===== src/sv/afsa_pkg.sv =====
// shared types and constants of the aligned first-fit slice allocator
package afsa_pkg;

  localparam int unsigned MaxBuffersDef = 8;
  localparam logic [31:0] MinSizeReset  = 32'd65536;

  typedef enum logic [1:0] {
    ST_GRANT  = 2'd0,
    ST_NOSLOT = 2'd1,
    ST_DETACH = 2'd2
  } status_e;

  localparam logic ReqAlloc  = 1'b0;
  localparam logic ReqDetach = 1'b1;

  typedef struct packed {
    logic        req_type;
    logic [31:0] alloc_size;
    logic [16:0] alignment;
  } req_t;

  typedef struct packed {
    status_e     status;
    logic [2:0]  buffer_index;
    logic [31:0] slice_offset;
    logic        opened_new;
    logic [31:0] new_capacity;
    logic [3:0]  released_count;
  } res_t;

  typedef struct packed {
    logic [31:0] cap;
    logic [31:0] fill;
  } entry_t;

endpackage


===== src/sv/afsa_cell.sv =====
// one table entry of the rotating buffer chain
module afsa_cell (
  input  logic            clk_i,
  input  logic            shift_i,
  input  afsa_pkg::entry_t data_i,
  output afsa_pkg::entry_t data_o
);
  import afsa_pkg::*;

  entry_t entry_q;

  // entry moves one place along the ring on each shift
  always_ff @(posedge clk_i) begin
    if (shift_i) begin
      entry_q <= data_i;
    end
  end

  assign data_o = entry_q;

endmodule


===== src/sv/afsa_rem.sv =====
// bit-serial remainder unit, one quotient bit per cycle
module afsa_rem (
  input  logic        clk_i,
  input  logic        rst_ni,
  input  logic        start_i,
  input  logic [31:0] dividend_i,
  input  logic [16:0] divisor_i,
  output logic        done_o,
  output logic [16:0] rem_o
);
  import afsa_pkg::*;

  logic        busy_q;
  logic        done_q;
  logic [4:0]  cnt_q;
  logic [31:0] quo_q;
  logic [16:0] rem_q;
  logic [17:0] trial;
  logic [17:0] diff;
  logic [16:0] rem_d;

  assign trial = {rem_q, quo_q[31]};
  assign diff  = trial - {1'b0, divisor_i};
  assign rem_d = (trial >= {1'b0, divisor_i}) ? diff[16:0] : trial[16:0];

  always_ff @(posedge clk_i or negedge rst_ni) begin
    if (!rst_ni) begin
      busy_q <= 1'b0;
      done_q <= 1'b0;
      cnt_q  <= '0;
    end else begin
      done_q <= busy_q && !start_i && (cnt_q == 5'd31);
      if (start_i) begin
        busy_q <= 1'b1;
        cnt_q  <= '0;
      end else if (busy_q) begin
        cnt_q <= cnt_q + 5'd1;
        if (cnt_q == 5'd31) begin
          busy_q <= 1'b0;
        end
      end
    end
  end

  always_ff @(posedge clk_i) begin
    if (start_i) begin
      quo_q <= dividend_i;
      rem_q <= '0;
    end else if (busy_q) begin
      quo_q <= {quo_q[30:0], 1'b0};
      rem_q <= rem_d;
    end
  end

  assign done_o = done_q;
  assign rem_o  = rem_q;

endmodule


===== src/sv/aligned_first_fit_slice_allocator.sv =====
// top level of the aligned first-fit slice allocator
//
// usage: a request word is taken on req_i at a clock edge with start high and
// busy low. each request gives exactly one result word on res_o, marked by
// done_o for a single cycle; the receiver cannot stall and must take it then.
// an allocate scans the buffer table in index order: entries ride a ring of
// cells and the head entry is checked each step, so after MAX_BUFFERS steps
// the table is back in order. each open entry tested needs its fill rounded up
// to the alignment: the step state starts the bit-serial remainder unit, the
// divide state waits for the remainder and registers the rounded offset, and
// the test state checks the fit. an empty slot, or any entry after the slice
// is placed, is shifted on from the step state without a remainder. a detach
// shows its word in the next cycle. min_buffer_size is written through
// cfg_we_i / cfg_wdata_i; the user is to write it only while idle, as the block
// itself does not enforce this. reset empties the table, sets the minimum size
// to 65536 and leaves entry contents undefined; no clearing pass is run. the
// result word is registered, so the next request may be taken in the cycle its
// predecessor's result is shown.
module aligned_first_fit_slice_allocator #(
  parameter int unsigned MAX_BUFFERS = afsa_pkg::MaxBuffersDef
) (
  input  logic           clk_i,
  input  logic           rst_ni,
  input  logic           start,
  output logic           busy,
  input  afsa_pkg::req_t req_i,
  output logic           done_o,
  output afsa_pkg::res_t res_o,
  input  logic           cfg_we_i,
  input  logic [31:0]    cfg_wdata_i
);
  import afsa_pkg::*;

  localparam int unsigned SW = (MAX_BUFFERS > 1) ? $clog2(MAX_BUFFERS) : 1;
  localparam int unsigned CW = $clog2(MAX_BUFFERS + 1);
  localparam logic [SW-1:0] LastStep = SW'(MAX_BUFFERS - 1);
  localparam logic [CW-1:0] FullCount = CW'(MAX_BUFFERS);

  typedef enum logic [1:0] {
    S_IDLE,
    S_STEP,
    S_DIV,
    S_TEST
  } state_e;

  state_e        state_q;
  logic [CW-1:0] count_q;
  logic [SW-1:0] step_q;
  logic          found_q;
  logic          done_q;
  res_t          res_q;
  req_t          req_q;
  logic [16:0]   align_q;
  logic [31:0]   min_size_q;
  logic [32:0]   off_q;

  // ring of entry cells, head at index 0
  entry_t        cell_out [MAX_BUFFERS];
  entry_t        head;
  entry_t        ring_in;
  logic          shift_en;
  logic          hit;
  logic          open_new;
  logic [31:0]   cap_new;
  logic [33:0]   end_sum;
  logic          fit;
  logic          rem_start;
  logic          rem_done;
  logic [16:0]   rem;
  logic [32:0]   off_d;

  for (genvar k = 0; k < MAX_BUFFERS; k++) begin : g_cell
    entry_t cin;
    if (k == MAX_BUFFERS - 1) begin : g_tail
      assign cin = ring_in;
    end else begin : g_link
      assign cin = cell_out[k+1];
    end
    afsa_cell u_cell (
      .clk_i  (clk_i),
      .shift_i(shift_en),
      .data_i (cin),
      .data_o (cell_out[k])
    );
  end

  assign head = cell_out[0];

  afsa_rem u_rem (
    .clk_i     (clk_i),
    .rst_ni    (rst_ni),
    .start_i   (rem_start),
    .dividend_i(head.fill),
    .divisor_i (align_q),
    .done_o    (rem_done),
    .rem_o     (rem)
  );

  // rounded offset: fill plus the gap up to the next multiple
  assign off_d = {1'b0, head.fill} + ((rem == 17'd0) ? 33'd0 : 33'(align_q - rem));
  assign end_sum = {1'b0, off_q} + {2'b0, req_q.alloc_size};
  assign fit     = end_sum <= {2'b0, head.cap};
  assign cap_new = (min_size_q > req_q.alloc_size) ? min_size_q : req_q.alloc_size;
  assign rem_start = (state_q == S_STEP) && !found_q && (CW'(step_q) < count_q);

  always_comb begin
    shift_en = 1'b0;
    ring_in  = head;
    hit      = 1'b0;
    open_new = 1'b0;
    case (state_q)
      S_STEP: begin
        if (!rem_start) begin
          shift_en = 1'b1;
          // first empty slot after a failed scan takes the new buffer
          if (!found_q && (CW'(step_q) == count_q)) begin
            open_new     = 1'b1;
            ring_in.cap  = cap_new;
            ring_in.fill = req_q.alloc_size;
          end
        end
      end
      S_TEST: begin
        shift_en = 1'b1;
        if (fit) begin
          hit          = 1'b1;
          ring_in.fill = end_sum[31:0];
        end
      end
      default: ;
    endcase
  end

  always_ff @(posedge clk_i or negedge rst_ni) begin
    if (!rst_ni) begin
      state_q    <= S_IDLE;
      count_q    <= '0;
      step_q     <= '0;
      found_q    <= 1'b0;
      done_q     <= 1'b0;
      min_size_q <= MinSizeReset;
    end else begin
      // strobe after a detach is taken or after the last scan step
      done_q <= ((state_q == S_IDLE) && start && (req_i.req_type == ReqDetach)) ||
                (shift_en && (step_q == LastStep));
      if (cfg_we_i) begin
        min_size_q <= cfg_wdata_i;
      end
      unique case (state_q)
        S_IDLE: begin
          if (start) begin
            req_q   <= req_i;
            align_q <= (req_i.alignment == 17'd0) ? 17'd1 : req_i.alignment;
            if (req_i.req_type == ReqDetach) begin
              res_q   <= '{status: ST_DETACH, buffer_index: 3'd0, slice_offset: 32'd0,
                           opened_new: 1'b0, new_capacity: 32'd0,
                           released_count: 4'(count_q)};
              count_q <= '0;
            end else begin
              res_q   <= '{status: ST_GRANT, buffer_index: 3'd0, slice_offset: 32'd0,
                           opened_new: 1'b0, new_capacity: 32'd0,
                           released_count: 4'd0};
              step_q  <= '0;
              found_q <= 1'b0;
              state_q <= S_STEP;
            end
          end
        end
        S_STEP: begin
          if (rem_start) begin
            state_q <= S_DIV;
          end
        end
        S_DIV: begin
          if (rem_done) begin
            off_q   <= off_d;
            state_q <= S_TEST;
          end
        end
        S_TEST: ;
        default: state_q <= S_IDLE;
      endcase
      if (shift_en) begin
        if (hit) begin
          found_q            <= 1'b1;
          res_q.buffer_index <= 3'(step_q);
          res_q.slice_offset <= off_q[31:0];
        end
        if (open_new) begin
          found_q            <= 1'b1;
          count_q            <= count_q + 1'b1;
          res_q.buffer_index <= 3'(step_q);
          res_q.opened_new   <= 1'b1;
          res_q.new_capacity <= cap_new;
        end
        if (step_q == LastStep) begin
          state_q <= S_IDLE;
          if (!(found_q || hit || open_new)) begin
            res_q.status <= ST_NOSLOT;
          end
        end else begin
          step_q  <= step_q + 1'b1;
          state_q <= S_STEP;
        end
      end
    end
  end

  assign busy   = (state_q != S_IDLE);
  assign done_o = done_q;
  assign res_o  = res_q;

  // table never holds more entries than cells
  a_count_range: assert property (@(posedge clk_i) disable iff (!rst_ni)
    count_q <= FullCount)
    else $error("buffer count beyond table size");

  // a failed allocate only happens on a full table
  a_noslot_full: assert property (@(posedge clk_i) disable iff (!rst_ni)
    (done_o && res_o.status == ST_NOSLOT) |-> count_q == FullCount)
    else $error("no-slot reported with free entries");

  // a fit test always follows a finished remainder
  a_test_after_div: assert property (@(posedge clk_i) disable iff (!rst_ni)
    (state_q == S_TEST) |-> ($past(state_q) == S_DIV && $past(rem_done)))
    else $error("fit test without rounded offset");

  // the remainder unit is only started while no slice has been found
  a_start_unfound: assert property (@(posedge clk_i) disable iff (!rst_ni)
    rem_start |-> !found_q)
    else $error("remainder started after slice found");

endmodule

===== config.mk =====
export PLATFORM = sky130hd
export DESIGN_NAME = aligned_first_fit_slice_allocator
export DESIGN_NICKNAME = d
export VERILOG_FILES = /design/src/sv/afsa_pkg.sv /design/src/sv/afsa_cell.sv /design/src/sv/afsa_rem.sv /design/src/sv/aligned_first_fit_slice_allocator.sv
export SDC_FILE = /design/constraint.sdc
export NUM_CORES = 1
export LEC_CHECK = 0
export ABC_AREA = 0
export BUFFER_PORTS_ARGS = -buffer_cell sky130_fd_sc_hd__buf_2
export CAP_MARGIN = 20
export CORE_ASPECT_RATIO = 0.6
export CORE_MARGIN = 4
export CORE_UTILIZATION = 47
export DETAILED_ROUTE_END_ITERATION = 12
export PLACE_DENSITY = 0.68
export SLEW_MARGIN = 20
export SYNTH_ARGS = -nofsm -noshare
export SYNTH_HDL_FRONTEND = slang
export SYNTH_SLANG_ARGS = --single-unit

===== constraint.sdc =====
create_clock -name clk_i -period 15.2 [get_ports clk_i]
set_clock_uncertainty 0.15 [all_clocks]
set_input_delay 3.04 -clock clk_i [delete_from_list [all_inputs] [get_ports clk_i]]
set_output_delay 3.04 -clock clk_i [all_outputs]
set_load 0.1 [all_outputs]

==> results by group, run 1 <==
Run status
  • Status: finished, final reports clean

Synthesis
  • Flip-flop and latch count after synthesis: about 770
  • EDFF count, synth: 700
  • Main synth FF type: edfxtp_1
  • Synthesized Nets: 2,787
  • Fraction of the yosys area taken by sequential cells: 66.97%
  • Synth async-reset ratio: 6.519%
  • Number of warnings issued by yosys: 0
  • Mean post-synth cell area: 13.39 sq um
  • Synthesized cell area: roughly 34,000 sq um
  • Number of different library cells in the post-synthesis netlist: 77
  • Number of instances in the synthesized netlist: 2,521

Drt
  • Average vias per placed instance: about 5.7
  • Count of routing violations after the opening detailed-route iteration: 2,105
  • DR WL/cell: 22.40 um
  • DR pass1 iterations: 5
  • Routed vias: about 21,000
  • Total DRC errors in the routed layout: 0
  • Final ANT Viol Nets: 0
  • Sum of routed wire length over all layers: 82,820 um

Setup path
  • Maximum fanout encountered on the critical timing path: 55
  • Worst Setup End Kind: flip-flop
  • R2r startpoint: req_q[17]
  • Cell-by-cell listing of the critical path: ha_1 > inv_1 > fa_1 > nor2b_1 > o31ai_1 > a211oi_1 > nor2_1 > a21o_1 > a311oi_1 > xor2_1 > ha_1 > nand4_1 > nor4_1 > nand4b_1 > a21oi_1 > a31oi_1 > a21oi_1 > o21a_2 > buf_4 > mux2i_1 > o221ai_1
  • First element of the critical path: req_q[17]
  • Slowest stage delay, CP: 0.68 ns
  • Data arrival time at the worst-slack endpoint: 6.65 ns
  • Buf+Inv Stages, Crit Path: 2
  • CP Launch Type: flip-flop
  • Critical Path Slowest Stage Cell: buf_4
  • Critical path class: flip-flop to flip-flop
  • CP top delay family: compound AO/OA/AOI/OAI gates
  • Data required time of the worst path: 15.38 ns

Floorplan
  • Num ports: 162
  • Die outline area: between 70,000 and 80,000 sq um
  • Height of the die: 215.6 um
  • Area of the core: 70,470 sq um
  • Initial cell density of the core: between 40% and 50%
  • Width of the die: 354.0 um
  • Rows: 75

Timing
  • Final period demand of the worst path: 6.472 ns
  • Period Utilization, post-route: 42.58%
  • Worst Hold Slack: roughly 0.25 ns
  • Max-slew violation count: 0
  • Summed negative setup slack over all endpoints: 0 ns
  • Transition time at the pin with the least slew margin: approximately 1.1 ns
  • Number of hold violations in the final report: 0
  • Unrepaired setup endpoints after global routing: no
  • Slew headroom: 27.28%
  • Achievable clock frequency: 154.5 MHz
  • Setup-failing EPs final: 0

Placed design
  • Number of I/O port buffers: 161
  • Dpl hpwl: 57,940 um
  • RePlAce Congestion: 0.9060

Finish
  • Fraction of layout instances using a drive strength above 1: around an eighth
  • Post-layout nets: 2,942
  • Area growth from synthesis to final layout: 12.60%

Clock network
  • Maximum number of buffers from clock root to sink: 3
  • Number of H-tree levels: 3
  • Clk slew on worst S/H paths: 0.07 ns
  • Clock root buffer master: clkbuf_16
  • CTS tree: done
  • Post-cts sizing count: 0
  • Later-pin clock latency in the skew report: just over 0.6 ns
  • Number of buffers inserted by hold repair at cts: 0
  • Post-CTS setup-driven buffer insertion count: 0
  • Number of buffers added by the clock tree synthesis step: 70
  • CTS sink cnt: 767

Hold path
  • Startpoint of the worst hold path: g_cell[5].u_cell.data_o[36]
  • Min-delay worst type: flip-flop to flip-flop

Global routing
  • Number of antenna violations at the first check in global routing: 1
  • Wire length of the first global-routing pass: around 120,000 um
  • Maximum number of pins on one net before global-route repair: between 150 and 200
  • GR Util All Layers: between 20% and 30%
  • Total grt overflow: 0
  • Number of global-route vias before repair: 20,170

Pwr
  • Leakage power: ~15 nW
  • Total power per unit cell area: 229.4 nW/um^2
  • Worst ir drop on vdd: between 200 and 300 uV

Flow run
  • Number of violations of the max-capacitance limit: 0
-- report_power, final --
group / internal (mW) / leakage [nW] / switching (mW)
Sequential: 3.54 / 7.12 / 0.364
Combinational: 0.884 / 6.41 / 2.09
Clock: 1.05 / 1.17 / 0.793
Total: 5.47 / 14.7 / 3.25
-- layer usage --
| layer | up-vias | part of all wire [%] | track usage [%] |
|---|---|---|---|
| met3 | 105 | 7.0 | 4.304 |
| met1 | 10330 | 47 | 32.64 |
| met2 | 713 | 44 | 31.81 |
| li1 | 9743 | - | - |
| met4 | 0 | 1.9 | 4.729 |
| met5 | - | 0 | 0 |
-- Yosys cell counts, types with 4 or more instances --
cell type,n,area (sq um)
o22ai_1,4,25.02
o21ai_1,57,285.3
and4_1,7,61.31
nand3_1,97,485.5
mux2_2,32,360.4
nor3_1,26,130.1
o21a_1,20,150.1
a211o_1,6,52.55
o2111ai_1,5,43.79
ha_1,176,2202
buf_1,5,18.77
a22oi_1,4,30.03
clkbuf_1,77,289.0
o221ai_1,28,245.2
nor2_1,128,480.5
nand4_1,27,168.9
nor4_1,10,62.56
dfxtp_1,17,340.3
nand2b_1,10,62.56
o31ai_1,10,75.07
a21o_1,40,300.3
a21oi_1,121,605.6
a21boi_0,4,30.03
xnor2_1,53,464.2
mux2i_1,83,830.8
nand2_1,261,979.7
fa_1,4,80.08
buf_6,4,45.04
a2111oi_0,7,61.31
o21ai_0,118,590.6
a211oi_1,30,225.2
edfxtp_1,700,21020
o21bai_1,12,90.09
and2_1,9,56.30
nor2b_1,14,87.58
xor2_1,24,210.2
a31oi_1,15,93.84
buf_2,10,50.05
dfrtp_1,49,1226
and3_1,10,62.56
inv_1,149,559.3
or3_1,8,50.05
-- registers in the layout (all words and copies together), names as in the netlist, 2 cells and up --
signal / cells
res_o: 74
req_q: 32
count_q: 4
align_q: 17
g_cell.u_cell.data_o: 512
u_rem.rem_o: 17
u_rem.quo_q: 32
state_q: 2
off_q: 33
u_rem.cnt_q: 5
min_size_q: 32
step_q: 3
-- stage by stage --
stage	cells	power, mW	setup WS, ns	instance area (sq um)	util (%)
after floorplan	2521	6.212	1.646	33770	-
after global placement	3566	6.769	9.056	35610	50.52
after detailed placement	3566	6.879	8.824	35610	50.52
after CTS	3696	8.759	8.791	38010	53.94
after global routing	3696	9.213	8.269	38020	53.94
final	3698	8.721	8.728	38020	53.95
-- worst paths after layout --
check                      slack [ns]  cells after the start                           to
setup / recovery                 8.73                     21  g_cell[7].u_cell.data_o[29]
hold / removal                   0.25                      0  g_cell[4].u_cell.data_o[36]
setup reg to reg                 8.73                     21  g_cell[7].u_cell.data_o[29]
hold reg to reg                  0.25                      0  g_cell[4].u_cell.data_o[36]
max in group asynchronous       11.27                      2                min_size_q[7]
min in group asynchronous        2.33                      1                    step_q[1]
-- cells by family (layout without fill, tap and decap cells) --
group | Yosys count | after routing | share of synthesized area, %
AO/OA/AOI/OAI | 518 | 518 | 9.668
buffers and inverters | 245 | 458 | 2.850
multiplexers | 115 | 115 | 3.528
adder cells (fa/ha/maj) | 180 | 180 | 6.759
flip-flops | 767 | 767 | 66.97
AND/OR/NAND/NOR | 619 | 619 | 8.230
XOR/XNOR | 77 | 77 | 1.997
other | 0 | 2 | 0
-- layout by cell type, fill, tap and decap left out, drive strengths merged, types with 12 or more instances in the layout --
cell | synthesis | layout
clkinv | 0 | 20
nand3 | 97 | 97
o221ai | 28 | 28
a21o | 40 | 40
dfrtp | 49 | 49
nand4 | 27 | 27
nor2b | 14 | 14
buf | 19 | 179
a21oi | 121 | 121
nand2 | 261 | 261
clkbuf | 77 | 93
o21a | 20 | 20
xor2 | 24 | 24
mux2i | 83 | 83
nor3 | 26 | 26
xnor2 | 53 | 53
o21bai | 12 | 12
o21ai | 176 | 176
a31oi | 15 | 15
edfxtp | 700 | 700
ha | 176 | 176
mux2 | 32 | 32
a211oi | 30 | 30
inv | 149 | 154
nor2 | 129 | 129
dfxtp | 17 | 17
-- cell type report --
class | instances | area, sq um
inverters | 149 | 566.8
diodes | 2 | 5.005
clock buffers | 93 | 1929
repair buffers | 179 | 972.2
well taps | 962 | 1204
clock inverters | 37 | 476.7
fillers | 5809 | 32450
multi-input cells | 1509 | 10250
flip-flops and latches | 767 | 22610
Note: power is estimated with default switching activity, not from simulation.
==> run 2, diff against run 1 <==
- ABC_AREA: 0 -> 1
- PLACE_DENSITY: 0.68 -> 0.7
- clock period: 15.2 -> 5.65 ns (I/O delays scaled with it)
==> run 2 against run 1 <==
  * Critical path type unchanged
  * Wire length rose by 3.8%
  * Hold slack improved by 0.0052 ns
  * First-iteration DRC count rose by 40%
  * Area after synthesis rose by 1.5%
  * Via count rose by 8.5%
  * Critical endpoint is now g_cell[7].u_cell.data_o[7]
==> results by group, run 2 <==
Pwr
  • Total net switching power: 10.70 mW (was 3.251 mW)
  • Flop pwr share: 42.3% (was 44.7%)
  • Internal power consumption: 15.98 mW (was 5.470 mW)
  • Switching Share: 40.10% (was 37.28%)
  • Power consumption: 26.67 mW (was 8.721 mW)
  • Worst ir drop on vdd: 645.1 uV (was 268.6 uV)
  • Clock network fraction of design power: 18.7% (was 21.1%)
  • Total power per unit cell area: 690.4 nW/um^2 (was 229.4 nW/um^2)
  • Leakage power: 15.96 nW (was 14.70 nW)
  • Combinational share of power: 39.1% (was 34.1%)

Clock network
  • Post-cts sizing count: 0 (unchanged)
  • CTS sink cnt: 767 (unchanged)
  • Maximum number of buffers from clock root to sink: 3 (unchanged)
  • Later-pin clock latency in the skew report: 0.62 ns (about the same)
  • Number of buffers added by the clock tree synthesis step: 70 (unchanged)
  • Number of H-tree levels: 3 (unchanged)
  • Clk slew on worst S/H paths: 0.07 ns (about the same)
  • Clock root buffer master: clkbuf_16 (unchanged)
  • CTS tree: done (unchanged)
  • Number of buffers inserted by hold repair at cts: 0 (unchanged)
  • Post-CTS setup-driven buffer insertion count: 0 (unchanged)

Timing
  • Achievable clock frequency: 194.2 MHz (was 154.5 MHz)
  • Worst Hold Slack: 0.2506 ns (was 0.2454 ns)
  • Setup-failing EPs final: 0 (unchanged)
  • Transition time at the pin with the least slew margin: 1.070 ns (was 1.091 ns)
  • Summed negative setup slack over all endpoints: 0 ns (unchanged)
  • Max-slew violation count: 0 (unchanged)
  • Slew headroom: 28.65% (was 27.28%)
  • Period Utilization, post-route: 91.14% (was 42.58%)
  • Unrepaired setup endpoints after global routing: no (unchanged)
  • Number of hold violations in the final report: 0 (unchanged)
  • Final period demand of the worst path: 5.150 ns (was 6.472 ns)

Synthesis
  • Largest area contributor in the synthesized netlist: edfxtp_1 (unchanged)
  • Synth async-reset ratio: 6.519% (unchanged)
  • Fraction of the mapped netlist area in simple logic gates: 11.39% (was 8.230%)
  • Main combinational cell family by area after synthesis: simple AND/OR/NAND/NOR gates (was compound AO/OA/AOI/OAI gates)
  • EDFF count, synth: 700 (unchanged)
  • Flip-flop and latch count after synthesis: 767 (unchanged)
  • Fraction of the yosys area taken by sequential cells: 65.95% (was 66.97%)
  • Number of instances in the synthesized netlist: 2,988 (was 2,521)
  • Fraction of the mapped netlist area in adder cells: 6.656% (was 6.759%)
  • Top cell types by occurrence after synthesis: edfxtp_1 (700), nand2_1 (461), inv_1 (385) (was edfxtp_1 (700), nand2_1 (261), ha_1 (176))
  • Area share of the largest cell type after synthesis: 61.30% (was 62.25%)
  • Mean post-synth cell area: 11.48 sq um (was 13.39 sq um)
  • Number of different library cells in the post-synthesis netlist: 47 (was 77)
  • Biggest area contributors in the synthesized netlist: edfxtp_1 (61%), ha_1 (6.4%), nand2_1 (5.0%) (was edfxtp_1 (62%), ha_1 (6.5%), dfrtp_1 (3.6%))
  • Multiplexer share of the synthesized area: 0% (was 3.528%)
  • Post-synthesis share of cell area spent on xor and xnor gates: 1.941% (was 1.997%)
  • Main synth FF type: edfxtp_1 (unchanged)
  • Number of warnings issued by yosys: 0 (unchanged)
  • Synthesized cell area: 34,290 sq um (was 33,770 sq um)
  • Library cell with the highest instance count after synthesis: edfxtp_1 (unchanged)
  • Synthesized Nets: 3,254 (was 2,787)
  • Synth Area in Compound Gates: 8.670% (was 9.668%)

Floorplan
  • Initial cell density of the core: 47.63% (was 47.91%)
  • Height of the die: 217.2 um (was 215.6 um)
  • Die outline area: 77,480 sq um (was 76,340 sq um)
  • Rows: 76 (was 75)
  • Width of the die: 356.7 um (was 354.0 um)
  • Num ports: 162 (unchanged)
  • Area of the core: 71,980 sq um (was 70,470 sq um)

Drt
  • DR pass1 iterations: 6 (was 5)
  • Final ANT Viol Nets: 0 (unchanged)
  • Count of routing violations after the opening detailed-route iteration: 2,950 (was 2,105)
  • Total DRC errors in the routed layout: 0 (unchanged)
  • DR WL/cell: 20.53 um (was 22.40 um)
  • Sum of routed wire length over all layers: 85,960 um (was 82,820 um)
  • Routed vias: 22,670 (was 20,900)
  • Average vias per placed instance: 5.413 (was 5.650)

Finish
  • Share of the core filled with cells in the final layout: 53.67% (was 53.95%)
  • Multi-input logic area: 9881 sq um (was 10,250 sq um)
  • Commonest non-fill, non-tap cell in the layout: edfxtp_1 (unchanged)
  • Final standard cell count with taps included and fillers excluded: 4,188 (was 3,698)
  • Fraction of layout instances using a drive strength above 1: 10.15% (was 12.80%)
  • Area occupied by registers: 22,610 sq um (about the same)
  • Largest register FFs: 512 (unchanged)
  • Highest-count cells in the layout ignoring fill and taps: edfxtp_1 (700), nand2_1 (458), inv_1 (385) (was edfxtp_1 (700), nand2_1 (258), ha_1 (176))
  • Post-layout nets: 3,422 (was 2,942)
  • Area growth from synthesis to final layout: 12.68% (was 12.60%)
  • Filler Cells Inserted: 6,216 (was 5,809)

Setup path
  • Data required time of the worst path: 5.87 ns (was 15.38 ns)
  • Top cell by count, worst path: nand2_1
  • Critical Path Slowest Stage Cell: nand2_2 (was buf_4)
  • Critical path class: flip-flop to flip-flop (unchanged)
  • Maximum fanout encountered on the critical timing path: 32 (was 55)
  • Buf+Inv Stages, Crit Path: 3 (was 2)
  • Data arrival time at the worst-slack endpoint: 5.37 ns (was 6.65 ns)
  • Slowest stage delay, CP: 0.59 ns (was 0.68 ns)
  • Worst Setup End Kind: flip-flop (unchanged)
  • CP Launch Type: flip-flop (unchanged)
  • CP top delay family: simple AND/OR/NAND/NOR gates (was compound AO/OA/AOI/OAI gates)

Placed design
  • Number of I/O port buffers: 161 (unchanged)
  • Dpl hpwl: 61,210 um (was 57,940 um)
  • RePlAce Congestion: 0.9509 (was 0.9060)
  • Placed instance count: 4,059 (was 3,566)

Global routing
  • Number of global-route vias before repair: 21,080 (was 20,170)
  • Number of antenna violations at the first check in global routing: 2 (was 1)
  • Wire length of the first global-routing pass: 128,800 um (was 124,600 um)
  • Maximum number of pins on one net before global-route repair: 105 (was 188)
  • GR Util All Layers: 21.99% (was 21.39%)
  • Total grt overflow: 0 (unchanged)

Flow run
  • Number of violations of the max-capacitance limit: 0 (unchanged)

Run status
  • Status: finished, final reports clean (unchanged)

Hold path
  • Min-delay worst type: primary input to async pin (was flip-flop to flip-flop)
[run 2: cell count changes in the layout (fill, tap and decap cells not counted), sizes merged, moves of 29 or more]
cell,before,now
a21oi,121,219
mux2,32,0
nand3,97,176
o21ai,176,247
inv,154,398
nor2,129,218
xnor2,53,24
nand2,261,466
mux2i,83,0
[run 2: logic make-up (layout without fill, tap and decap cells)]
logic type,count (synthesis),in the layout
xor+xnor,76,76
fa+ha+maj,180,180
other cells,0,2
buf+inv,482,705
simple gates,927,927
flops,767,767
compound gates,556,556
[run 2: final timing paths]
check | from | to | slack, ns | cells past startpoint
hold reg to reg | g_cell[6].u_cell.data_o[58] | g_cell[5].u_cell.data_o[58] | 0.26 | 0
max in group asynchronous | rst_ni | min_size_q[15] | 3.97 | 2
min in group clk_i | g_cell[6].u_cell.data_o[58] | g_cell[5].u_cell.data_o[58] | 0.26 | 0
setup reg to reg | off_q[4] | g_cell[7].u_cell.data_o[7] | 0.50 | 29
hold / removal | rst_ni | u_rem.cnt_q[2] | 0.25 | 1
setup / recovery | off_q[4] | g_cell[7].u_cell.data_o[7] | 0.50 | 29
[run 2: power groups by stage]
stage / Sequential [mW] / Clock [mW] / Combinational [mW]
after floorplan: 12.3 / 0 / 6.15
after global placement: 11.2 / 0 / 10.1
after detailed placement: 11.4 / 0 / 10.2
after CTS: 11.3 / 5.07 / 10.3
after global routing: 11.5 / 5.32 / 11.5
final: 11.3 / 4.97 / 10.4
[run 2: cell type report]
class,count,share of cell area [%]
diodes,2,0.01295
clock buffers,82,4.867
clock inverters,45,1.328
inverters,392,3.808
multi-input cells,1739,25.57
flip-flops and latches,767,58.53
well taps,975,3.157
repair buffers,186,2.724
[run 2: layer usage]
| layer | global-route usage (%) | share of wire [%] |
|---|---|---|
| met5 | 0 | 0 |
| met4 | 5.123 | 2.0 |
| met3 | 5.864 | 11 |
| met2 | 29.71 | 40 |
| met1 | 35.05 | 47 |
[run 2: metrics by stage]
step	worst slack (ns)	area, sq um
floorplan	1.307	34310
global placement	0.6425	36230
detailed placement	0.5959	36230
CTS	0.5609	38620
global route	0.1021	38630
finish	0.5004	38640
==> run 3, diff against run 2 <==
- REMOVE_ABC_BUFFERS: not set -> 1
==> run 3 against run 2 <==
  * First-iteration DRC count shrank 8.6%
  * Sequential share of layout area is 0.23 points higher
  * Register-to-register slack improved by 0.05 ns
  * Clock-buffer cell count grew 7
  * Global-route usage fell by 0.15 points
  * Critical path depth rose by 1
  * Critical endpoint is now g_cell[7].u_cell.data_o[30]
  * Combinational power about the same
  * Final cell count about the same
  * Via count fell by 0.58%
==> results by group, run 3 (synthesized netlist as in run 2, its figures left out) <==
Hold path
  • Min-delay worst type: flip-flop to flip-flop (was primary input to async pin)
  • Startpoint of the worst hold path: g_cell[1].u_cell.data_o[7]

Timing
  • Setup-failing EPs final: 0 (unchanged)
  • Final period demand of the worst path: 5.103 ns (was 5.150 ns)
  • Summed negative setup slack over all endpoints: 0 ns (unchanged)
  • Worst-case setup margin in the final layout: 0.5466 ns (was 0.5004 ns)
  • Unrepaired setup endpoints after global routing: no (unchanged)
  • Max-slew violation count: 0 (unchanged)
  • Slew headroom: 34.79% (was 28.65%)
  • Achievable clock frequency: 195.9 MHz (was 194.2 MHz)
  • Number of hold violations in the final report: 0 (unchanged)
  • Period Utilization, post-route: 90.33% (was 91.14%)
  • Transition time at the pin with the least slew margin: 0.9782 ns (was 1.070 ns)

Clock network
  • CTS tree: done (unchanged)
  • Post-CTS setup-driven buffer insertion count: 0 (unchanged)
  • CTS sink cnt: 767 (unchanged)
  • Number of buffers added by the clock tree synthesis step: 71 (was 70)
  • Number of buffers inserted by hold repair at cts: 0 (unchanged)
  • Later-pin clock latency in the skew report: 0.63 ns (was 0.62 ns)
  • Clock root buffer master: clkbuf_16 (unchanged)
  • Maximum number of buffers from clock root to sink: 3 (unchanged)
  • Number of H-tree levels: 3 (unchanged)
  • Clk slew on worst S/H paths: 0.07 ns (about the same)
  • Post-cts sizing count: 0 (unchanged)

Finish
  • Multi-input logic area: 9872 sq um (was 9881 sq um)
  • Highest-count cells in the layout ignoring fill and taps: edfxtp_1 (700), nand2_1 (458), inv_1 (385) (unchanged)
  • Fraction of layout instances using a drive strength above 1: 9.988% (was 10.15%)
  • Largest register FFs: 512 (unchanged)
  • Post-layout nets: 3,424 (was 3,422)
  • Filler Cells Inserted: 6,138 (was 6,216)
  • Area growth from synthesis to final layout: 12.24% (was 12.68%)
  • Area occupied by registers: 22,610 sq um (unchanged)
  • Commonest non-fill, non-tap cell in the layout: edfxtp_1 (unchanged)

Floorplan
  • Width of the die: 356.7 um (unchanged)
  • Initial cell density of the core: 47.63% (unchanged)
  • Area of the core: 71,980 sq um (unchanged)
  • Rows: 76 (unchanged)
  • Die outline area: 77,480 sq um (unchanged)
  • Num ports: 162 (unchanged)
  • Height of the die: 217.2 um (unchanged)

Pwr
  • Total power per unit cell area: 680.3 nW/um^2 (was 690.4 nW/um^2)
  • Leakage power: 15.87 nW (was 15.96 nW)
  • Worst ir drop on vdd: 395.2 uV (was 645.1 uV)

Global routing
  • Maximum number of pins on one net before global-route repair: 105 (unchanged)
  • Number of antenna violations at the first check in global routing: 2 (unchanged)
  • Total grt overflow: 0 (unchanged)
  • GR Util All Layers: 21.84% (was 21.99%)
  • Number of global-route vias before repair: 21,160 (was 21,080)
  • Wire length of the first global-routing pass: 128,000 um (was 128,800 um)

Drt
  • Average vias per placed instance: 5.379 (was 5.413)
  • Highest Signal Layer: met4 (unchanged)
  • Routed length on met3: 9131 um (was 9440 um)
  • DR pass1 iterations: 5 (was 6)
  • Final ANT Viol Nets: 0 (unchanged)
  • Total DRC errors in the routed layout: 0 (unchanged)
  • Met2 WL: 34,520 um (was 34,560 um)
  • Detailed-routing wirelength on met1: 39,820 um (was 40,250 um)
  • DR WL/cell: 20.29 um (was 20.53 um)
  • Count of routing violations after the opening detailed-route iteration: 2,696 (was 2,950)
  • Routed vias: 22,540 (was 22,670)
  • Sum of routed wire length over all layers: 85,000 um (was 85,960 um)

Placed design
  • RePlAce Congestion: 0.9320 (was 0.9509)
  • Dpl hpwl: 61,610 um (was 61,210 um)
  • Post-Place Setup Slack: 0.6619 ns (was 0.5959 ns)
  • Number of I/O port buffers: 161 (unchanged)

Setup path
  • First element of the critical path: req_q[21] (was off_q[4])
  • R2r startpoint: req_q[21] (was off_q[4])
  • Maximum fanout encountered on the critical timing path: 32 (unchanged)
  • Top cell by count, worst path: nand2_1 (unchanged)
  • Critical path class: flip-flop to flip-flop (unchanged)
  • Data arrival time at the worst-slack endpoint: 5.33 ns (was 5.37 ns)
  • Slowest stage delay, CP: 0.40 ns (was 0.59 ns)
  • Data required time of the worst path: 5.88 ns (was 5.87 ns)
  • Worst Setup End Kind: flip-flop (unchanged)
  • CP Launch Type: flip-flop (unchanged)
  • Critical Path Slowest Stage Cell: edfxtp_1 (was nand2_2)

Flow run
  • Number of violations of the max-capacitance limit: 0 (unchanged)

Run status
  • Status: finished, final reports clean (unchanged)
==> run 3: cell types whose count changed in the layout (fill, tap and decap cells not counted), sizes merged <==
| cell | before | now |
|---|---|---|
| bufinv | 10 | 3 |
| clkbuf | 82 | 89 |
| buf | 186 | 187 |
| diode | 2 | 1 |
| clkinvlp | 5 | 9 |
| inv | 398 | 400 |
| clkinv | 24 | 20 |
==> run 3: critical path: cells and delay by family, from the launching register on <==
family                   cells  cell delay (ns)
flip-flops                   1             0.40
buffers and inverters        4             0.71
AND/OR/NAND/NOR             21             2.07
AO/OA/AOI/OAI                2             0.41
adder cells (fa/ha/maj)      2             0.70
XOR/XNOR                     1             0.38
==> run 3: worst paths after layout <==
path | end | slack, ns | cells past startpoint
max | g_cell[7].u_cell.data_o[30] | 0.55 | 30
min | g_cell[0].u_cell.data_o[7] | 0.25 | 0
max reg2reg | g_cell[7].u_cell.data_o[30] | 0.55 | 30
min reg2reg | g_cell[0].u_cell.data_o[7] | 0.25 | 0
max in group asynchronous | u_rem.cnt_q[2] | 3.90 | 2
min in group asynchronous | min_size_q[18] | 0.35 | 1
==> run 3: final cells by class <==
type | count | area share [%]
inverter | 392 | 3.823
clock inverter | 40 | 0.9720
tap | 975 | 3.170
antenna | 1 | 0.006502
sequential | 767 | 58.75
clock buffer | 89 | 4.844
timing repair buffer | 187 | 2.780
multi-input combinational | 1739 | 25.65
==> run 3: where the power goes <==
part / leakage, nW / switching, mW / internal [mW]
logic: 7.27 / 7.50 / 2.74
clock network: 1.07 / 2.15 / 2.53
registers: 7.53 / 0.898 / 10.4
==> run 3: through the flow <==
step / hold slack (ns) / area [sq um] / power [mW] / utilization (%) / instances
finish: 0.2540 / 38490 / 26.18 / 53.47 / 4190
global route: 0.2647 / 38490 / 27.88 / 53.47 / 4190
CTS: 0.2586 / 38480 / 26.23 / 53.46 / 4189
detailed placement: 0.2545 / 36240 / 21.45 / 50.35 / 4060
global placement: 0.2502 / 36240 / 21.23 / 50.35 / 4060
floorplan: 0.2503 / 33910 / 14.80 / - / 2898
==> run 3: metal layers <==
metal / GRT usage [%] / vias to the layer above
met4: 4.853 / 0
met1: 33.65 / 10810
met5: 0 / -
met3: 6.760 / 101
met2: 30.19 / 887
li1: - / 10740
